### config.mk
export PLATFORM = sky130hd
export DESIGN_NAME = c8core_regs
export DESIGN_NICKNAME = d
export VERILOG_FILES = /design/src/hdl/c8core_pkg.sv /design/src/hdl/c8core_regs.sv
export SDC_FILE = /design/constraint.sdc
export NUM_CORES = 1
export LEC_CHECK = 0
export BUFFER_PORTS_ARGS = -buffer_cell sky130_fd_sc_hd__buf_2
export CAP_MARGIN = 20
export CORE_UTILIZATION = 50
export CTS_BUF_LIST = sky130_fd_sc_hd__clkbuf_8 sky130_fd_sc_hd__clkbuf_16
export DETAILED_ROUTE_END_ITERATION = 8
export HOLD_SLACK_MARGIN = 0.1
export PLACE_DENSITY = 0.81
export SYNTH_ARGS = -nofsm -noshare
export SYNTH_HDL_FRONTEND = slang
export SYNTH_SLANG_ARGS = --single-unit
### constraint.sdc
create_clock -name clk -period 1.7 [get_ports clk]
set_clock_uncertainty 0.05 [all_clocks]
set_input_delay 0.51 -clock clk [delete_from_list [all_inputs] [get_ports clk]]
set_output_delay 0.51 -clock clk [all_outputs]
set_load 0.01 [all_outputs]
### src/hdl/c8core_pkg.sv
// ----------------------------------------------------------------------------
// c8core_pkg
// Shared types, codes and the hex font table of the CHIP-8 instruction core.
// ----------------------------------------------------------------------------
package c8core_pkg;

    // Default sizes
    localparam int unsigned MEM_BYTES_DEF   = 4096;
    localparam int unsigned STACK_DEPTH_DEF = 16;

    // Input item kinds
    localparam logic [1:0] KIND_LOAD = 2'd0;
    localparam logic [1:0] KIND_STEP = 2'd1;
    localparam logic [1:0] KIND_TICK = 2'd2;

    // Result kinds
    localparam logic [1:0] RES_DONE  = 2'd0;
    localparam logic [1:0] RES_ROW   = 2'd1;
    localparam logic [1:0] RES_CLEAR = 2'd2;

    // Status codes
    localparam logic [1:0] ST_OK      = 2'd0;
    localparam logic [1:0] ST_ILLEGAL = 2'd1;
    localparam logic [1:0] ST_STACK   = 2'd2;

    // Configuration register byte addresses
    localparam logic [0:0] REG_START_ADDRESS = 1'b0;
    localparam logic [11:0] START_ADDRESS_RST = 12'h200;

    // Opcode groups (top nibble)
    localparam logic [3:0] OP_SYS  = 4'h0;
    localparam logic [3:0] OP_JP   = 4'h1;
    localparam logic [3:0] OP_CALL = 4'h2;
    localparam logic [3:0] OP_SE   = 4'h3;
    localparam logic [3:0] OP_SNE  = 4'h4;
    localparam logic [3:0] OP_SER  = 4'h5;
    localparam logic [3:0] OP_LD   = 4'h6;
    localparam logic [3:0] OP_ADD  = 4'h7;
    localparam logic [3:0] OP_ALU  = 4'h8;
    localparam logic [3:0] OP_SNER = 4'h9;
    localparam logic [3:0] OP_LDI  = 4'hA;
    localparam logic [3:0] OP_JPV  = 4'hB;
    localparam logic [3:0] OP_RND  = 4'hC;
    localparam logic [3:0] OP_DRW  = 4'hD;
    localparam logic [3:0] OP_KEY  = 4'hE;
    localparam logic [3:0] OP_MISC = 4'hF;

    // ALU sub-ops
    localparam logic [3:0] ALU_MOV = 4'h0;
    localparam logic [3:0] ALU_OR  = 4'h1;
    localparam logic [3:0] ALU_AND = 4'h2;
    localparam logic [3:0] ALU_XOR = 4'h3;
    localparam logic [3:0] ALU_ADD = 4'h4;
    localparam logic [3:0] ALU_SUB = 4'h5;
    localparam logic [3:0] ALU_SHR = 4'h6;
    localparam logic [3:0] ALU_SBN = 4'h7;
    localparam logic [3:0] ALU_SHL = 4'hE;

    // System, key and misc low bytes
    localparam logic [11:0] SYS_CLS = 12'h0E0;
    localparam logic [11:0] SYS_RET = 12'h0EE;
    localparam logic [7:0] KEY_SKP   = 8'h9E;
    localparam logic [7:0] KEY_SKNP  = 8'hA1;
    localparam logic [7:0] MISC_GDT  = 8'h07;
    localparam logic [7:0] MISC_WKEY = 8'h0A;
    localparam logic [7:0] MISC_SDT  = 8'h15;
    localparam logic [7:0] MISC_SST  = 8'h18;
    localparam logic [7:0] MISC_ADDI = 8'h1E;
    localparam logic [7:0] MISC_FONT = 8'h29;
    localparam logic [7:0] MISC_BCD  = 8'h33;
    localparam logic [7:0] MISC_STR  = 8'h55;
    localparam logic [7:0] MISC_LDR  = 8'h65;

    // Access command for a storage port
    typedef struct packed {
        logic rd;
        logic wr;
    } mem_cmd_t;

    // Hex font, five bytes per digit
    localparam int unsigned FONT_BYTES = 80;
    localparam logic [7:0] FONT_ROM [0:79] = '{
        8'hF0, 8'h90, 8'h90, 8'h90, 8'hF0, 8'h20, 8'h60, 8'h20, 8'h20, 8'h70,
        8'hF0, 8'h10, 8'hF0, 8'h80, 8'hF0, 8'hF0, 8'h10, 8'hF0, 8'h10, 8'hF0,
        8'h90, 8'h90, 8'hF0, 8'h10, 8'h10, 8'hF0, 8'h80, 8'hF0, 8'h10, 8'hF0,
        8'hF0, 8'h80, 8'hF0, 8'h90, 8'hF0, 8'hF0, 8'h10, 8'h20, 8'h40, 8'h40,
        8'hF0, 8'h90, 8'hF0, 8'h90, 8'hF0, 8'hF0, 8'h90, 8'hF0, 8'h10, 8'hF0,
        8'hF0, 8'h90, 8'hF0, 8'h90, 8'h90, 8'hE0, 8'h90, 8'hE0, 8'h90, 8'hE0,
        8'hF0, 8'h80, 8'h80, 8'h80, 8'hF0, 8'hE0, 8'h90, 8'h90, 8'h90, 8'hE0,
        8'hF0, 8'h80, 8'hF0, 8'h80, 8'hF0, 8'hF0, 8'h80, 8'hF0, 8'h80, 8'h80
    };

endpackage

### src/hdl/c8core_regs.sv
// ----------------------------------------------------------------------------
// c8core_regs
// V0..VF register file, single port with registered read. Per-entry valid
// bits give the zero reset value without a clearing pass.
// ----------------------------------------------------------------------------
module c8core_regs
    import c8core_pkg::*;
(
    input  logic       clk,
    input  logic       rst_n,
    input  mem_cmd_t   cmd,
    input  logic [3:0] raddr,
    input  logic [3:0] waddr,
    input  logic [7:0] wdata,
    output logic [7:0] rdata
);
    logic [7:0]  regs [16];
    logic [15:0] vld_reg;
    logic [7:0]  rdata_reg;

    // Valid bits
    always_ff @(posedge clk or negedge rst_n)
    begin
        if (!rst_n)
        begin
            vld_reg <= '0;
        end
        else if (cmd.wr)
        begin
            vld_reg[waddr] <= 1'b1;
        end
    end

    // Array and read register
    always_ff @(posedge clk)
    begin
        if (cmd.wr)
        begin
            regs[waddr] <= wdata;
        end
        if (cmd.rd)
        begin
            rdata_reg <= vld_reg[raddr] ? regs[raddr] : 8'h00;
        end
    end

    assign rdata = rdata_reg;
endmodule
After elaboration in Yosys (flattened, before gate mapping)
Memories as Yosys holds them, arrays and structs flattened. A register that Yosys moved wholly into a read port is not among the register bits.
Index checks and enable logic that the tools add are counted.
{"block": "totals", "reg_bits": 16, "ram_bits": 128, "elab_cells": 14, "inputBits": 20, "n_memories": 1, "out_inout_bits": 8}
{"name": "regs", "words": 16, "word_bits": 8, "rd": 1, "rd_clocked_by_memory_dff": 1, "wr": 1, "line_no": "c8core_regs.sv:17", "source": "logic [7:0] regs [16];"}
{"block": "op_classes", "n_reduce_logical": 2, "n_bitwise": 1, "order_cmp": 3, "n_mux": 6}
{"cell": "$or A16 B16 Y16", "n": 1}
{"cell": "$lt A4 B5 Y1 const B", "n": 2}
{"cell": "$bmux W1 S4", "n": 1}
{"cell": "$demux W1 S4", "n": 1}
{"cell": "$ge A4 B1 Y1 const B", "n": 1}
{"cell": "$mux W1", "n": 4}
{"cell": "$logic_and A1 B1 Y1", "n": 1}
{"cell": "$logic_not A1 Y1", "n": 1}

Depth between registers and ports, before layout
{"block": "logic_depth", "depth_word": 5, "ltp_mapped": 5, "mapped_depth_nobuf": 4}

Least setup slack after synthesis
Ideal clock, no wire load.
{"block": "synth_timing", "path_type": "input port to flip-flop", "from": "input waddr[2]", "to": "memory regs[0][0], enable pin", "setup_time_ns": 0.385, "path_buffers": 0, "setup_slack_ns": -0.384, "stages": 2, "required_time_ns": 1.265, "arrival_ns": 1.649, "cell_sequence": "or3b_2 nor3_1"}
{"element": "start, declared", "line_no": "c8core_regs.sv:13", "source": "input logic [3:0] waddr,"}
{"element": "end, declared", "line_no": "c8core_regs.sv:17"}
Straight into the memory's write port.

Final worst setup path
{"block": "layout_timing", "from": "register vld_reg[0]", "to": "register rdata_reg[3], in the netlist rdata[3] (read register of regs) (data pin)"}
{"block": "layout_via", "elab_chain_len": 3}
{"element": "start, declared", "line_no": "c8core_regs.sv:18", "source": "logic [15:0] vld_reg;"}
{"element": "start signal, assigned", "line_no": "c8core_regs.sv:26", "source": "vld_reg <= '0;"}
{"element": "start signal, assigned by index", "line_no": "c8core_regs.sv:30", "source": "vld_reg[waddr] <= 1'b1;"}
{"element": "$bmux W1 S4", "line_no": "c8core_regs.sv:43", "source": "rdata_reg <= vld_reg[raddr] ? regs[raddr] : 8'h00;"}
{"element": "$mux W1 (implied by the code)", "line_no": "c8core_regs.sv:43"}
{"element": "$logic_not A1 Y1 (no source line)"}
{"element": "end, declared", "line_no": "c8core_regs.sv:19", "source": "logic [7:0] rdata_reg;"}
No other way between the ends. The select of a mux whose other input is x is not followed.
A chain may end at the register's enable or synchronous reset.

==> flow_summary.yaml <==
placed_design:
  place_ws_ps: -546
  post-place-cells: 465
  post-dp-hpwl_um: 7820
  port_buffers: 27
  place_area_mm2: 0.00646
  place_congestion: 0.803
routing:
  vias_per_cell: 5.95
  firstDrtPassIters: 5
  vias: 2974
  drcViolationCount: 0
  ant_nets: 0
  avgRoutedWirePerCell_um: 24.4
  drt_iter0_drc: 299
  totalWireLength_um: 12200
floorplan:
  core_area_mm2: 0.0110
  io_pins: 28
  initial_utilization_pct: 52.4
  die_area_mm2: 0.0120
  die_w_um: 110
  die_height_um: 110
  rows: 38
critical_path:
  cpPeakStageDelay_ps: 480
  cp.required_ps: 1810
  cp-end-kind: "flip-flop"
  critical_path_buf_inv_count: 1
  cp_top_family: "multiplexers"
  crit_arrival_ps: 1880
  crit_path_top_delay_cell: "mux4_2"
  crit_chain: "mux4_2 > a22o_1 > nor2_4 > buf_12 > a21oi_1"
  start_kind: "flip-flop"
  path_max_fanout: 8
  critPathKind: "flip-flop to flip-flop"
final_layout:
  drive_above_1_share_pct: 45.8
  stdcell_area_mm2: 0.00715
  syn_to_final_growth_pct: 23.7
  largest_reg_flops: 128
  final_nets: 367
  finalNonFillerCells: 500
  final_core_util_pct: 64.8
  n_antenna_cell: 0
global_route:
  grt_pass1_wl_um: 18500
  grt_use_total_pct: 22.8
  grtUsageMet3_pct: 5.81
  met2_usage_pct: 36.6
  antenna_found_initial: 0
  busiest_layer: "met2"
  grt_pass1_vias: 3083
  gr-usage-met1_pct: 30.5
  grt_max_degree: 25
  gr-total-overflow: 0
sta:
  period_needed_ps: 1770
  slew_viol_final: 0
  hold_viol: 0
  setup_viol: 8
  worst_slew_pin_slew_ps: 381
  hold_slack_ps: 420
  fmax_mhz: 565
  rsz0062_at_grt: "true"
  slew_headroom_pct: 74.5
  timing.final.ws_setup_ps: -70.0
  fin_crit_sh_pct: 104
  setup_tns_ps: -506
synthesis:
  synth_flop_cell: "edfxtp_1"
  synthTopCellsByArea: "edfxtp_1, mux4_2, dfrtp_1, a22oi_1, or2_2"
  ys_seq_area_share_pct: 77.6
  syn_area_mm2: 0.00578
  yosys_warnings: 0
  synth_edf_count: 136
  synth.most_common_cell: "edfxtp_1"
  synth_fp_nets: 289
  synth_cell_types: 21
  synth_cells: 269
  synthArstFlopShare_pct: 10.5
  avgSynthCellArea_um2: 21.5
  synthTopCellsByCount: "edfxtp_1, mux4_2, a22oi_1, dfrtp_1, or2_2"
  ys_seq_elements: 152
  synth_top_cell_by_area: "edfxtp_1"
  yosysTopAreaCellShare_pct: 70.6
clocking:
  path_clk_slew_ps: 60
  clock_latency_ps: 410
  cts_buffers: 17
  root_buffer: "clkbuf_16"
  h-tree-depth: 4
  numClockSinks: 152
  cts_tree: "yes"
  cts_buffer_depth: 2
outcome:
  outcome: "complete, but fails checks"
  violations: "setup timing"
power:
  p_per_area_mw_per_mm2: 1230
  ir_drop_uv: 680
  power.leakage_nw: 2.43
  power_mw: 8.76
worst_hold_path:
  worstHoldPathType: "flip-flop to flip-flop"
run:
  maxCapViolations: 0
==> path summary, 6_finish.rpt <==
| check | end | cells after the start | slack, ps | start |
|---|---|---|---|---|
| setup / recovery | rdata[3] | 5 | -70 | vld_reg[0] |
| hold / removal | vld_reg[8] | 1 | 420 | vld_reg[8] |
| setup reg to reg | rdata[3] | 5 | -70 | vld_reg[0] |
| hold reg to reg | vld_reg[8] | 1 | 420 | vld_reg[8] |
| max in group asynchronous | vld_reg[14] | 2 | 830 | rst_n |
| min in group asynchronous | vld_reg[5] | 2 | 500 | rst_n |
==> layer usage <==
metal  vias to the layer above  part of all wire (%)
met4                         0                   1.7
met1                      1534                    41
met5                         -                     0
met2                       152                    51
li1                       1270                     -
met3                        18                   6.3
==> layout make-up <==
type | count | area (um^2)
sequential | 152 | 4480
clock buffer | 17 | 425
clock inverter | 15 | 186
tap | 140 | 175
fill | 721 | 3880
timing repair buffer | 70 | 579
multi-input combinational | 106 | 1300
==> report_power, final <==
part | leakage (nW) | total [mW] | internal [mW] | switching, mW
logic | 0.729 | 0.622 | 0.309 | 0.313
clock network | 0.300 | 3.84 | 2.43 | 1.41
registers | 1.40 | 4.30 | 4.23 | 0.0618
total | 2.43 | 8.76 | 6.98 | 1.78
==> placed cells by master (no fill, tap or decap), types with 2 or more instances in the layout <==
cell type and count:
edfxtp_1 136, nor3_2 3, nand3b_1 2, mux4_2 36
clkinv_2 2, a22oi_1 14, a22oi_2 2, bufinv_16 4
a22o_1 2, clkinvlp_4 2, or2_2 16, buf_12 9
a21oi_2 5, inv_1 2, buf_2 26, buf_4 33
nand2b_1 2, clkbuf_16 17, a21oi_1 3, nor2_2 3
nor2_1 10, nor2b_1 2, clkinv_1 2, clkinv_4 3
dfrtp_1 16
==> timing repair <==
| action | 4_1_cts | 5_1_grt |
|---|---|---|
| pin swaps | 2 | 2 |
| hold buffers | 1 | 0 |
| endpoints found under the setup margin | 8 | 8 |
| cloned | 0 | 0 |
| buffers inserted | 0 | 2 |
| hold endpoints to repair | 16 | 0 |
| gates resized for setup | 4 | 5 |
==> logic make-up after synthesis <==
group / share of synthesized area, %
flip-flops: 77.6
AND/OR/NAND/NOR: 4.22
multiplexers: 14.0
AO/OA/AOI/OAI: 3.07
buffers and inverters: 1.10
No activity file was read; power rests on OpenSTA's default activity.
